[src/smpc_pkg.sv]
`timescale 1ns / 1ps
`default_nettype none

package smpc_pkg;

    // word and gain widths of the datapath
    localparam int SMPC_DATA_W = 32;
    localparam int SMPC_GAIN_W = 31;

    // default fixed-point fraction
    localparam int SMPC_FRAC_BITS = 16;

    // multiplier request from the sequencer
    typedef struct packed {
        logic                          start;
        logic [SMPC_GAIN_W-1:0]        gain;
        logic signed [SMPC_DATA_W-1:0] x;
    } smpc_mul_req_t;

    // multiplier status back to the sequencer
    typedef struct packed {
        logic                          busy;
        logic                          done;
        logic signed [SMPC_DATA_W-1:0] product;
    } smpc_mul_rsp_t;

endpackage

`default_nettype wire

[src/smpc_mul.sv]
`timescale 1ns / 1ps
`default_nettype none

module smpc_mul import smpc_pkg::*; #(
    parameter int FRAC_BITS = SMPC_FRAC_BITS
) (
    input  wire logic          aclk,
    input  wire logic          aresetn,
    input  wire smpc_mul_req_t req,
    output smpc_mul_rsp_t      rsp
);

    // radix-4: two gain bits per cycle
    localparam int DIGITS = (SMPC_GAIN_W + 1) / 2;
    localparam int CNT_W  = $clog2(DIGITS);
    localparam int ACC_W  = SMPC_DATA_W + 4;
    localparam int LO_W   = 2 * DIGITS;
    localparam int PROD_W = ACC_W + LO_W;
    localparam int Q_W    = PROD_W - FRAC_BITS;
    localparam int HI_W   = Q_W - SMPC_DATA_W + 1;

    logic [LO_W-1:0]          gain_sh_reg, gain_sh_next;
    logic signed [ACC_W-1:0]  x1_reg, x1_next;
    logic signed [ACC_W-1:0]  x3_reg, x3_next;
    logic signed [ACC_W-1:0]  acc_hi_reg, acc_hi_next;
    logic [LO_W-1:0]          acc_lo_reg, acc_lo_next;
    logic [CNT_W-1:0]         cnt_reg, cnt_next;
    logic                     busy_reg, busy_next;
    logic                     done_reg, done_next;

    logic signed [ACC_W-1:0]  x_ext;
    logic signed [ACC_W-1:0]  addend;
    logic signed [ACC_W-1:0]  partial;
    logic signed [PROD_W-1:0] prod;
    logic [Q_W-1:0]           quot;
    logic [HI_W-1:0]          quot_hi;
    logic                     fits;

    assign x_ext = ACC_W'(req.x);

    always_comb begin
        case (gain_sh_reg[1:0])
            2'd0:    addend = '0;
            2'd1:    addend = x1_reg;
            2'd2:    addend = x1_reg <<< 1;
            2'd3:    addend = x3_reg;
            default: addend = '0;
        endcase
    end

    assign partial = acc_hi_reg + addend;

    always_comb begin
        gain_sh_next = gain_sh_reg;
        x1_next      = x1_reg;
        x3_next      = x3_reg;
        acc_hi_next  = acc_hi_reg;
        acc_lo_next  = acc_lo_reg;
        cnt_next     = cnt_reg;
        busy_next    = busy_reg;
        done_next    = 1'b0;
        if (req.start) begin
            gain_sh_next = LO_W'(req.gain);
            x1_next      = x_ext;
            x3_next      = x_ext + (x_ext <<< 1);
            acc_hi_next  = '0;
            acc_lo_next  = '0;
            cnt_next     = '0;
            busy_next    = 1'b1;
        end else if (busy_reg) begin
            gain_sh_next = gain_sh_reg >> 2;
            acc_hi_next  = partial >>> 2;
            acc_lo_next  = {partial[1:0], acc_lo_reg[LO_W-1:2]};
            cnt_next     = cnt_reg + 1'b1;
            if (cnt_reg == CNT_W'(DIGITS - 1)) begin
                busy_next = 1'b0;
                done_next = 1'b1;
            end
        end
    end

    always_ff @(posedge aclk) begin
        if (!aresetn) begin
            busy_reg <= 1'b0;
            done_reg <= 1'b0;
            cnt_reg  <= '0;
        end else begin
            busy_reg <= busy_next;
            done_reg <= done_next;
            cnt_reg  <= cnt_next;
        end
        gain_sh_reg <= gain_sh_next;
        x1_reg      <= x1_next;
        x3_reg      <= x3_next;
        acc_hi_reg  <= acc_hi_next;
        acc_lo_reg  <= acc_lo_next;
    end

    // floor shift, then saturate to one word
    assign prod    = {acc_hi_reg, acc_lo_reg};
    assign quot    = prod[PROD_W-1:FRAC_BITS];
    assign quot_hi = quot[Q_W-1:SMPC_DATA_W-1];
    assign fits    = (&quot_hi) | ~(|quot_hi);

    always_comb begin
        rsp.busy = busy_reg;
        rsp.done = done_reg;
        if (fits) begin
            rsp.product = quot[SMPC_DATA_W-1:0];
        end else if (quot[Q_W-1]) begin
            rsp.product = {1'b1, {(SMPC_DATA_W-1){1'b0}}};
        end else begin
            rsp.product = {1'b0, {(SMPC_DATA_W-1){1'b1}}};
        end
    end

endmodule

`default_nettype wire

[src/sliding_mode_position_controller.sv]
`timescale 1ns / 1ps
`default_nettype none

// sliding-mode position controller, signed fixed point with FRAC_BITS fraction
// bits (Q16.16 by default). each input word carries target angle, measured
// angle and measured velocity; each produces one output word with the drive
// and two flags (in dead band, clamped). all five gain products go one after
// another through a single shared radix-4 serial multiplier that retires two
// gain bits a cycle; the sequencer starts each product, waits until the
// multiplier signals done and takes the product back before it starts the
// next one. a word inside the dead band goes out with no product at all.
// the output word sits in its own register, so the next input word can be
// taken while a finished result still waits on m_tready. gains and limits sit
// in six 31-bit registers on the apb port at byte addresses 0, 4, .. 20:
// surface slope, reaching gain, dead band, drive limit, inertia gain,
// switching gain. write them only while the block is idle.

module sliding_mode_position_controller import smpc_pkg::*; #(
    parameter int FRAC_BITS = SMPC_FRAC_BITS
) (
    input  wire logic         aclk,
    input  wire logic         aresetn,
    // input stream
    input  wire logic         s_tvalid,
    output logic              s_tready,
    input  wire logic [95:0]  s_tdata,   // target_angle, measured_angle, measured_velocity
    // output stream
    output logic              m_tvalid,
    input  wire logic         m_tready,
    output logic [31:0]       m_tdata,   // drive
    output logic [1:0]        m_tuser,   // in_dead_band, clamped
    // configuration
    input  wire logic         psel,
    input  wire logic         penable,
    input  wire logic         pwrite,
    input  wire logic [4:0]   paddr,
    input  wire logic [31:0]  pwdata,
    output logic [31:0]       prdata,
    output logic              pready
);

    localparam int W   = SMPC_DATA_W;
    localparam int GW  = SMPC_GAIN_W;
    localparam int EW  = W + 4;          // width for exact sums before saturation
    localparam int IW  = W + 3;          // inner sum accumulator

    // register map
    localparam logic [2:0] RI_SLOPE   = 3'd0;
    localparam logic [2:0] RI_REACH   = 3'd1;
    localparam logic [2:0] RI_BAND    = 3'd2;
    localparam logic [2:0] RI_LIMIT   = 3'd3;
    localparam logic [2:0] RI_INERTIA = 3'd4;
    localparam logic [2:0] RI_SWITCH  = 3'd5;

    localparam logic [GW-1:0] RST_SLOPE   = GW'(1310720);
    localparam logic [GW-1:0] RST_REACH   = GW'(7864320);
    localparam logic [GW-1:0] RST_BAND    = GW'(66);
    localparam logic [GW-1:0] RST_LIMIT   = GW'(1638400000);
    localparam logic [GW-1:0] RST_INERTIA = GW'(52429);
    localparam logic [GW-1:0] RST_SWITCH  = GW'(32768);

    // sequencer states
    localparam logic [2:0] ST_IDLE = 3'd0;
    localparam logic [2:0] ST_DIFF = 3'd1;
    localparam logic [2:0] ST_BAND = 3'd2;
    localparam logic [2:0] ST_MUL  = 3'd3;
    localparam logic [2:0] ST_WAIT = 3'd4;
    localparam logic [2:0] ST_OUT  = 3'd5;

    // product order through the shared multiplier
    localparam logic [2:0] MI_C_ERR = 3'd0;
    localparam logic [2:0] MI_C_REL = 3'd1;
    localparam logic [2:0] MI_E_SAT = 3'd2;
    localparam logic [2:0] MI_K_S   = 3'd3;
    localparam logic [2:0] MI_J_IN  = 3'd4;

    localparam logic signed [EW-1:0] WORD_MAX = EW'(64'sd2147483647);
    localparam logic signed [EW-1:0] WORD_MIN = EW'(-64'sd2147483648);
    localparam logic signed [EW-1:0] ONE      = EW'(1) <<< FRAC_BITS;

    function automatic logic signed [EW-1:0] ext(input logic [W-1:0] w);
        ext = EW'($signed(w));
    endfunction

    function automatic logic [W-1:0] sat_word(input logic signed [EW-1:0] v);
        if (v > WORD_MAX) begin
            sat_word = WORD_MAX[W-1:0];
        end else if (v < WORD_MIN) begin
            sat_word = WORD_MIN[W-1:0];
        end else begin
            sat_word = v[W-1:0];
        end
    endfunction

    // configuration registers
    logic [GW-1:0] slope_reg, reach_reg, band_reg, limit_reg, inertia_reg, switch_reg;
    logic          cfg_write;
    logic [2:0]    cfg_idx;

    // sequencer and datapath
    logic [2:0]           state_reg, state_next;
    logic [2:0]           mul_idx_reg, mul_idx_next;
    logic [W-1:0]         target_reg, target_next;
    logic [W-1:0]         angle_reg, angle_next;
    logic [W-1:0]         velocity_reg, velocity_next;
    logic [W-1:0]         err_reg, err_next;
    logic [W-1:0]         step_reg, step_next;
    logic [W-1:0]         rel_reg, rel_next;
    logic [W-1:0]         surf_reg, surf_next;
    logic signed [IW-1:0] inner_reg, inner_next;
    logic [W-1:0]         last_target_reg, last_target_next;
    logic [W-1:0]         last_step_reg, last_step_next;
    logic [W-1:0]         drive_reg, drive_next;
    logic                 band_flag_reg, band_flag_next;
    logic                 clamp_flag_reg, clamp_flag_next;

    // output word register
    logic                 m_valid_reg, m_valid_next;
    logic [W-1:0]         m_drive_reg, m_drive_next;
    logic [1:0]           m_user_reg, m_user_next;

    smpc_mul_req_t        mul_req;
    smpc_mul_rsp_t        mul_rsp;

    logic signed [EW-1:0] err_mag;
    logic [W-1:0]         sat_surf;
    logic [W-1:0]         inner_word;
    logic signed [EW-1:0] drv_raw;
    logic signed [EW-1:0] lim_pos;
    logic [W-1:0]         drv_clamped;
    logic                 drv_clip;
    logic                 out_free;

    // ---------------------------------------------------------------- apb port
    assign pready    = 1'b1;
    assign cfg_idx   = paddr[4:2];
    assign cfg_write = psel & penable & pwrite & pready;

    always_ff @(posedge aclk) begin
        if (!aresetn) begin
            slope_reg   <= RST_SLOPE;
            reach_reg   <= RST_REACH;
            band_reg    <= RST_BAND;
            limit_reg   <= RST_LIMIT;
            inertia_reg <= RST_INERTIA;
            switch_reg  <= RST_SWITCH;
        end else if (cfg_write) begin
            case (cfg_idx)
                RI_SLOPE:   slope_reg   <= pwdata[GW-1:0];
                RI_REACH:   reach_reg   <= pwdata[GW-1:0];
                RI_BAND:    band_reg    <= pwdata[GW-1:0];
                RI_LIMIT:   limit_reg   <= pwdata[GW-1:0];
                RI_INERTIA: inertia_reg <= pwdata[GW-1:0];
                RI_SWITCH:  switch_reg  <= pwdata[GW-1:0];
                default:    ;
            endcase
        end
    end

    always_comb begin
        case (cfg_idx)
            RI_SLOPE:   prdata = {1'b0, slope_reg};
            RI_REACH:   prdata = {1'b0, reach_reg};
            RI_BAND:    prdata = {1'b0, band_reg};
            RI_LIMIT:   prdata = {1'b0, limit_reg};
            RI_INERTIA: prdata = {1'b0, inertia_reg};
            RI_SWITCH:  prdata = {1'b0, switch_reg};
            default:    prdata = '0;
        endcase
    end

    // ---------------------------------------------------------- shared multiplier
    // sat(S) clipped to +-1.0
    always_comb begin
        if (ext(surf_reg) > ONE) begin
            sat_surf = ONE[W-1:0];
        end else if (ext(surf_reg) < -ONE) begin
            sat_surf = sat_word(-ONE);
        end else begin
            sat_surf = surf_reg;
        end
    end

    assign inner_word = sat_word(EW'(inner_reg));

    always_comb begin
        mul_req.start = (state_reg == ST_MUL);
        case (mul_idx_reg)
            MI_C_ERR: begin
                mul_req.gain = slope_reg;
                mul_req.x    = err_reg;
            end
            MI_C_REL: begin
                mul_req.gain = slope_reg;
                mul_req.x    = rel_reg;
            end
            MI_E_SAT: begin
                mul_req.gain = switch_reg;
                mul_req.x    = sat_surf;
            end
            MI_K_S: begin
                mul_req.gain = reach_reg;
                mul_req.x    = surf_reg;
            end
            MI_J_IN: begin
                mul_req.gain = inertia_reg;
                mul_req.x    = inner_word;
            end
            default: begin
                mul_req.gain = '0;
                mul_req.x    = '0;
            end
        endcase
    end

    smpc_mul #(
        .FRAC_BITS (FRAC_BITS)
    ) u_mul (
        .aclk    (aclk),
        .aresetn (aresetn),
        .req     (mul_req),
        .rsp     (mul_rsp)
    );

    // ----------------------------------------------------------- drive and clamp
    assign err_mag = err_reg[W-1] ? -ext(err_reg) : ext(err_reg);
    assign drv_raw = -ext(mul_rsp.product);
    assign lim_pos = EW'(limit_reg);

    always_comb begin
        drv_clip = 1'b0;
        if (drv_raw > lim_pos) begin
            drv_clamped = lim_pos[W-1:0];
            drv_clip    = 1'b1;
        end else if (drv_raw < -lim_pos) begin
            drv_clamped = sat_word(-lim_pos);
            drv_clip    = 1'b1;
        end else begin
            drv_clamped = drv_raw[W-1:0];
        end
    end

    // --------------------------------------------------------------- sequencer
    assign s_tready = (state_reg == ST_IDLE);
    assign out_free = !m_valid_reg || m_tready;

    always_comb begin
        state_next       = state_reg;
        mul_idx_next     = mul_idx_reg;
        target_next      = target_reg;
        angle_next       = angle_reg;
        velocity_next    = velocity_reg;
        err_next         = err_reg;
        step_next        = step_reg;
        rel_next         = rel_reg;
        surf_next        = surf_reg;
        inner_next       = inner_reg;
        last_target_next = last_target_reg;
        last_step_next   = last_step_reg;
        drive_next       = drive_reg;
        band_flag_next   = band_flag_reg;
        clamp_flag_next  = clamp_flag_reg;
        m_valid_next     = m_valid_reg && !m_tready;
        m_drive_next     = m_drive_reg;
        m_user_next      = m_user_reg;

        case (state_reg)
            ST_IDLE: begin
                if (s_tvalid) begin
                    target_next   = s_tdata[W-1:0];
                    angle_next    = s_tdata[2*W-1:W];
                    velocity_next = s_tdata[3*W-1:2*W];
                    state_next    = ST_DIFF;
                end
            end
            ST_DIFF: begin
                // error and target step
                err_next  = sat_word(ext(angle_reg) - ext(target_reg));
                step_next = sat_word(ext(target_reg) - ext(last_target_reg));
                state_next = ST_BAND;
            end
            ST_BAND: begin
                // inner sum starts from the target's second difference
                inner_next     = IW'(ext(sat_word(ext(step_reg) - ext(last_step_reg))));
                rel_next       = sat_word(ext(velocity_reg) - ext(step_reg));
                last_step_next = step_reg;
                mul_idx_next   = MI_C_ERR;
                if (err_mag < EW'(band_reg)) begin
                    drive_next      = '0;
                    band_flag_next  = 1'b1;
                    clamp_flag_next = 1'b0;
                    state_next      = ST_OUT;
                end else begin
                    state_next = ST_MUL;
                end
            end
            ST_MUL: begin
                state_next = ST_WAIT;
            end
            ST_WAIT: begin
                if (mul_rsp.done) begin
                    state_next   = ST_MUL;
                    mul_idx_next = mul_idx_reg + 1'b1;
                    case (mul_idx_reg)
                        MI_C_ERR: surf_next  = sat_word(ext(mul_rsp.product) + ext(rel_reg));
                        MI_C_REL: inner_next = inner_reg - IW'(ext(mul_rsp.product));
                        MI_E_SAT: inner_next = inner_reg - IW'(ext(mul_rsp.product));
                        MI_K_S:   inner_next = inner_reg - IW'(ext(mul_rsp.product));
                        MI_J_IN: begin
                            drive_next       = drv_clamped;
                            clamp_flag_next  = drv_clip;
                            band_flag_next   = 1'b0;
                            last_target_next = target_reg;
                            mul_idx_next     = MI_C_ERR;
                            state_next       = ST_OUT;
                        end
                        default: state_next = ST_IDLE;
                    endcase
                end
            end
            ST_OUT: begin
                // park here while the previous word still waits downstream
                if (out_free) begin
                    m_valid_next = 1'b1;
                    m_drive_next = drive_reg;
                    m_user_next  = {clamp_flag_reg, band_flag_reg};
                    state_next   = ST_IDLE;
                end
            end
            default: state_next = ST_IDLE;
        endcase
    end

    always_ff @(posedge aclk) begin
        if (!aresetn) begin
            state_reg       <= ST_IDLE;
            mul_idx_reg     <= MI_C_ERR;
            last_target_reg <= '0;
            last_step_reg   <= '0;
            m_valid_reg     <= 1'b0;
        end else begin
            state_reg       <= state_next;
            mul_idx_reg     <= mul_idx_next;
            last_target_reg <= last_target_next;
            last_step_reg   <= last_step_next;
            m_valid_reg     <= m_valid_next;
        end
        target_reg     <= target_next;
        angle_reg      <= angle_next;
        velocity_reg   <= velocity_next;
        err_reg        <= err_next;
        step_reg       <= step_next;
        rel_reg        <= rel_next;
        surf_reg       <= surf_next;
        inner_reg      <= inner_next;
        drive_reg      <= drive_next;
        band_flag_reg  <= band_flag_next;
        clamp_flag_reg <= clamp_flag_next;
        m_drive_reg    <= m_drive_next;
        m_user_reg     <= m_user_next;
    end

    assign m_tvalid = m_valid_reg;
    assign m_tdata  = m_drive_reg;
    assign m_tuser  = m_user_reg;

    // --------------------------------------------------------------- assertions
    // multiplier only runs while the sequencer waits on it
    assert property (@(posedge aclk) disable iff (!aresetn)
        mul_rsp.busy |-> (state_reg == ST_WAIT))
        else $error("multiplier busy outside wait state");

    // an accepted word always starts the difference stage
    assert property (@(posedge aclk) disable iff (!aresetn)
        (s_tvalid && s_tready) |=> (state_reg == ST_DIFF))
        else $error("accepted word did not start processing");

    // a dead band result is never also clamped
    assert property (@(posedge aclk) disable iff (!aresetn)
        m_tvalid |-> !(m_tuser[0] && m_tuser[1]))
        else $error("dead band and clamp flags both set");

    // a clamped drive sits exactly on the limit
    assert property (@(posedge aclk) disable iff (!aresetn)
        (m_tvalid && m_tuser[1]) |->
            ((m_tdata == {1'b0, limit_reg}) || (m_tdata == (~{1'b0, limit_reg} + 1'b1))))
        else $error("clamped drive off the limit");

endmodule

`default_nettype wire

[config.mk]
export PLATFORM = sky130hd
export DESIGN_NAME = sliding_mode_position_controller
export DESIGN_NICKNAME = d
export VERILOG_FILES = /design/src/smpc_pkg.sv /design/src/smpc_mul.sv /design/src/sliding_mode_position_controller.sv
export SDC_FILE = /design/constraint.sdc
export NUM_CORES = 2
export LEC_CHECK = 0
export BUFFER_PORTS_ARGS = -buffer_cell sky130_fd_sc_hd__buf_2
export CORE_MARGIN = 8
export CORE_UTILIZATION = 60
export CTS_BUF_LIST = sky130_fd_sc_hd__clkbuf_4 sky130_fd_sc_hd__clkbuf_8 sky130_fd_sc_hd__clkbuf_16
export CTS_CLUSTER_DIAMETER = 40
export DETAILED_ROUTE_END_ITERATION = 7
export PLACE_DENSITY = 0.78
export SYNTH_ARGS = -nofsm -noshare
export SYNTH_HDL_FRONTEND = slang
export SYNTH_HIERARCHICAL = 1
export SYNTH_SLANG_ARGS = --single-unit
[constraint.sdc]
create_clock -name aclk -period 13.4 [get_ports aclk]
set_input_delay 2.68 -clock aclk [delete_from_list [all_inputs] [get_ports aclk]]
set_output_delay 2.68 -clock aclk [all_outputs]
set_load 0.01 [all_outputs]
# ---- Word-level counts from Yosys, hierarchy flattened
# Index checks and enable logic that the tools add are counted.
dict set report op_classes {
  magnitude_cmp 19
  reduce_logical 30
  bitwise 6
  n_eq_ne 24
  n_mux 54
  add_sub_neg 13
}
# cell n
set ops {}
lappend ops {{32-bit two-way mux} 19}
lappend ops {{63-bit one-hot mux with 5 select lines} 1}
lappend ops {{31-bit one-hot mux with 6 select lines} 1}
lappend ops {{33-bit by 32-bit greater-than comparator with 1-bit output, second input constant} 5}
lappend ops {{33-bit by 32-bit < comparator with 1-bit output, second input constant} 5}
lappend ops {{36-bit one-hot mux with 4 select lines} 1}
lappend ops {{32-bit by 32-bit subtractor with 33-bit output} 4}
lappend ops {{32-bit negation with 36-bit output} 2}
lappend ops {{35-bit two-way mux} 2}
lappend ops {{35-bit one-hot mux with 2 select lines} 1}
lappend ops {{32-bit one-hot mux with 2 select lines} 1}
lappend ops {{31-bit two-way mux} 2}
lappend ops {{34-bit by 36-bit adder with 36-bit output} 1}
lappend ops {{36-bit by 32-bit greater-than comparator with 1-bit output} 1}
lappend ops {{36-bit by 32-bit greater-than comparator with 1-bit output, second input constant} 1}
lappend ops {{36-bit by 31-bit < comparator with 1-bit output} 1}
lappend ops {{36-bit by 32-bit < comparator with 1-bit output, second input constant} 1}
lappend ops {{36-bit < comparator} 1}
lappend ops {{36-bit two-way mux} 1}
lappend ops {{31-bit negation with 36-bit output} 1}
lappend ops {{35-bit by 32-bit greater-than comparator with 1-bit output, second input constant} 1}
lappend ops {{35-bit by 32-bit < comparator with 1-bit output, second input constant} 1}
lappend ops {{35-bit by 32-bit subtractor with 35-bit output} 1}
lappend ops {{32-bit by 33-bit adder with 34-bit output} 1}
lappend ops {{35 further kinds} 90}
dict set report word_totals {
  wordCells 178
  in_bits 140
  reg_bits 755
}

# ---- Longest topological paths before layout
dict set report depth {
  ltp_word 11
  ltp_mapped 27
  depth_no_buf 25
}

# ---- Hierarchy
# Netlist, hierarchy kept.
# mod seq_area_each_um2 area_per_inst_um2 cells_each n_inst
set modules_own_cells {}
lappend modules_own_cells {sliding_mode_position_controller 14964.4 38136.6 4335 1}
lappend modules_own_cells {smpc_mul 3973.8 9477.8 927 1}

# ---- Least setup slack after synthesis
# OpenSTA, ideal clock, no wires.
dict set report synth_path {
  kind {input port to output port}
  start {in paddr[4]}
  end {out prdata[17]}
  slack_ns 7.064
  cell_stages 4
  n_path_buf 1
  arrival_ns 3.656
  required_ns 10.720
  cell_sequence {nor3b_1 -> clkbuf_1 -> a22oi_1 -> nand3_1}
}
dict set report synth_via {
  elab_chain_len 2
  elab_cells_between_ends 7
  classes_between {eq/ne: 5; mux: 1; reduce/logical: 1}
}
# item line_no
set synth_lines {}
lappend synth_lines {{start: declaration} sliding_mode_position_controller.sv:36} ;# input wire logic [4:0] paddr,
lappend synth_lines {{3-bit == test, or another cell as far along} sliding_mode_position_controller.sv:161} ;# case (cfg_idx)
lappend synth_lines {{31-bit one-hot mux with 6 select lines (*)} sliding_mode_position_controller.sv:161}
lappend synth_lines {{end: declaration} sliding_mode_position_controller.sv:38} ;# output logic [31:0] prdata,
# Mark *: on every way between the ends. The rest lies on a longest branch, timed or not.

==> flow_summary.json <==
{
  "status": "finished with violations",
  "violations": "design-rule violations",
  "core-area_um2": 78700,
  "cts_buffers": 114,
  "wl_per_cell_um": 22.3,
  "drive_gt1_frac": 0.110,
  "cts-root-buf": "clkbuf_16",
  "cts.sinks": 735,
  "cts_resized": 0,
  "ant_nets": 0,
  "cts_setup_buffers": 0,
  "areaGrowthSynthToFinish_pct": 12.4,
  "hold_class": "flop to flop",
  "cts_tree": "built",
  "drc": 8,
  "drv_slew": 0,
  "first_pass_iters": 8,
  "cts_buffer_depth": 3,
  "slowest_delay_ps": 920,
  "max_slew_margin": 0.111,
  "reg2reg_slack_ps": 4810,
  "synthesis.nets": 5774,
  "cts_hold_buf": 0,
  "largest_register_ffs": 35,
  "p_seq_frac": 0.286,
  "vias": 41558,
  "clock_latency_ps": 680,
  "wl_met2_um": 65000,
  "static-leakage-power_nw": 20.9,
  "max_freq_ghz": 0.116,
  "vias_per_cell": 6.35,
  "port_buffers": 203,
  "min_period_ps": 8590,
  "timing.rr.start": "u_mul/acc_hi_reg[33]$_SDFFE_PP0P_",
  "p_int_mw": 6.15,
  "grt_pass1_vias": 39500,
  "initial_core_util": 0.605,
  "synth.avg_cell_area_um2": 9.05,
  "post-route-period-util": 0.641,
  "peakVddDrop_mv": 0.142,
  "netlist_area_um2": 47600,
  "die_h_um": 298,
  "synth_cells": 5261,
  "dr.max_layer_used": "met4",
  "start_kind": "flop",
  "grt_max_degree": 102,
  "final_util": 0.679,
  "drt_iter0_markers": 4488,
  "mostFrequentLayoutCells": "795 x nand2_1, 422 x edfxtp_1, 364 x ha_1",
  "switchingPower_mw": 3.97,
  "skew_ps": 29.5,
  "p_per_area_nw_per_um2": 189,
  "dpl.hpwl_um": 106000,
  "wl_um": 146000,
  "ys.warnings.count": 6,
  "wl_met3_um": 14000,
  "clk_pin_slew_ps": 60,
  "cp_common_cell": "nor4_1",
  "grt_setup_unrepaired": "false",
  "die_x_um": 298,
  "crit_type": "flop to flop",
  "antenna_found_initial": 9,
  "ios": 209,
  "place.gp.congestion": 1.00,
  "total_power_mw": 10.1,
  "finalSetupViolations": 0,
  "drt-met1-wl_um": 58200,
  "grt_usage": 0.312,
  "nets": 5902,
  "setup_tns_ps": 0,
  "die-area_um2": 88600,
  "layout_commonest_cell": "nand2_1",
  "required_ps": 13770,
  "grt_pass1_wl_um": 223000,
  "cap_viol_max_count": 0,
  "cp_max_fo": 33,
  "fp-row-count": 103,
  "grt-ovfl-total": 0,
  "p_sw_frac": 0.392,
  "reg2reg_to": "drive_reg[20]$_SDFFCE_PN0P_",
  "cp.arrival_ps": 8960,
  "crit_path_top_delay_cell": "nor4_1",
  "htree_levels": 3,
  "hp-start": "drive_reg[8]$_SDFFCE_PN0P_",
  "pwr-share-clk": 0.296,
  "tightest_slew_ps": 1330,
  "hold_viol_final": 0,
  "endpoint_kind": "flop",
  "min_to": "m_tdata[8]$_DFFE_PP_",
  "combPwrFrac": 0.419,
  "holdPathStages": 0,
  "r2r_cells": 26
}
worst max-delay path: cells and delay by family, from the launching register on:
kind                       cells  cell delay, ps
DFF                            1             300
adders and majority gates      1             330
AOI/OAI and AO/OA             10            2360
buffers and inverters          4            1330
xor gates and xnor gates       1             470
and+or+nand+nor               10            3470
metrics by stage:
| stage | area, um2 | hold slack [ps] | instances | setup WS, ps |
|---|---|---|---|---|
| after global routing | 53500 | 433 | 6547 | 4360 |
| after CTS | 53500 | 419 | 6540 | 5130 |
| after floorplan | 47600 | 400 | 5261 | 7060 |
| after detailed placement | 49500 | 405 | 6323 | 5160 |
| final | 53500 | 419 | 6549 | 4810 |
| after global placement | 49500 | 404 | 6323 | 5280 |
how the worst max path moves through the flow:
stage / end / cells after the start / startpoint / slack (ps)
2_1_floorplan: prdata[17] / 4 / paddr[4] / 7060
3_3_place_gp: drive_reg[20]$_SDFFCE_PN0P_ / 26 / u_mul/acc_hi_reg[33]$_SDFFE_PP0P_ / 5280
3_5_place_dp: drive_reg[20]$_SDFFCE_PN0P_ / 26 / u_mul/acc_hi_reg[33]$_SDFFE_PP0P_ / 5160
4_1_cts: drive_reg[20]$_SDFFCE_PN0P_ / 26 / u_mul/acc_hi_reg[33]$_SDFFE_PP0P_ / 5130
5_1_grt: drive_reg[14]$_SDFFCE_PN0P_ / 26 / u_mul/acc_hi_reg[33]$_SDFFE_PP0P_ / 4360
6_report: drive_reg[20]$_SDFFCE_PN0P_ / 26 / u_mul/acc_hi_reg[33]$_SDFFE_PP0P_ / 4810
layer usage:
layer  vias up  track usage
li1      19493            -
met1     19408        0.407
met2      2217        0.491
met3       440       0.0566
met4         0        0.170
met5         -            0
power by group through the flow:
stage          Sequential [mW]  Clock (mW)  Combinational [mW]
2_1_floorplan             2.84           0                3.10
3_3_place_gp              2.92           0                4.04
3_5_place_dp              2.93           0                4.11
4_1_cts                   2.88        3.02                4.15
5_1_grt                   2.90        3.11                4.64
6_report                  2.89        2.99                4.24
cell type report:
cell class,count,area (um2)
Sequential cell,735,18900
Multi-Input combinational cell,3946,26600
Clock inverter,86,923
Inverter,337,1260
Clock buffer,131,3030
Timing Repair Buffer,255,1410
Fill cell,6233,25200
Antenna cell,9,22.5
Tap cell,1050,1310
(Power assumes the default switching activity.)
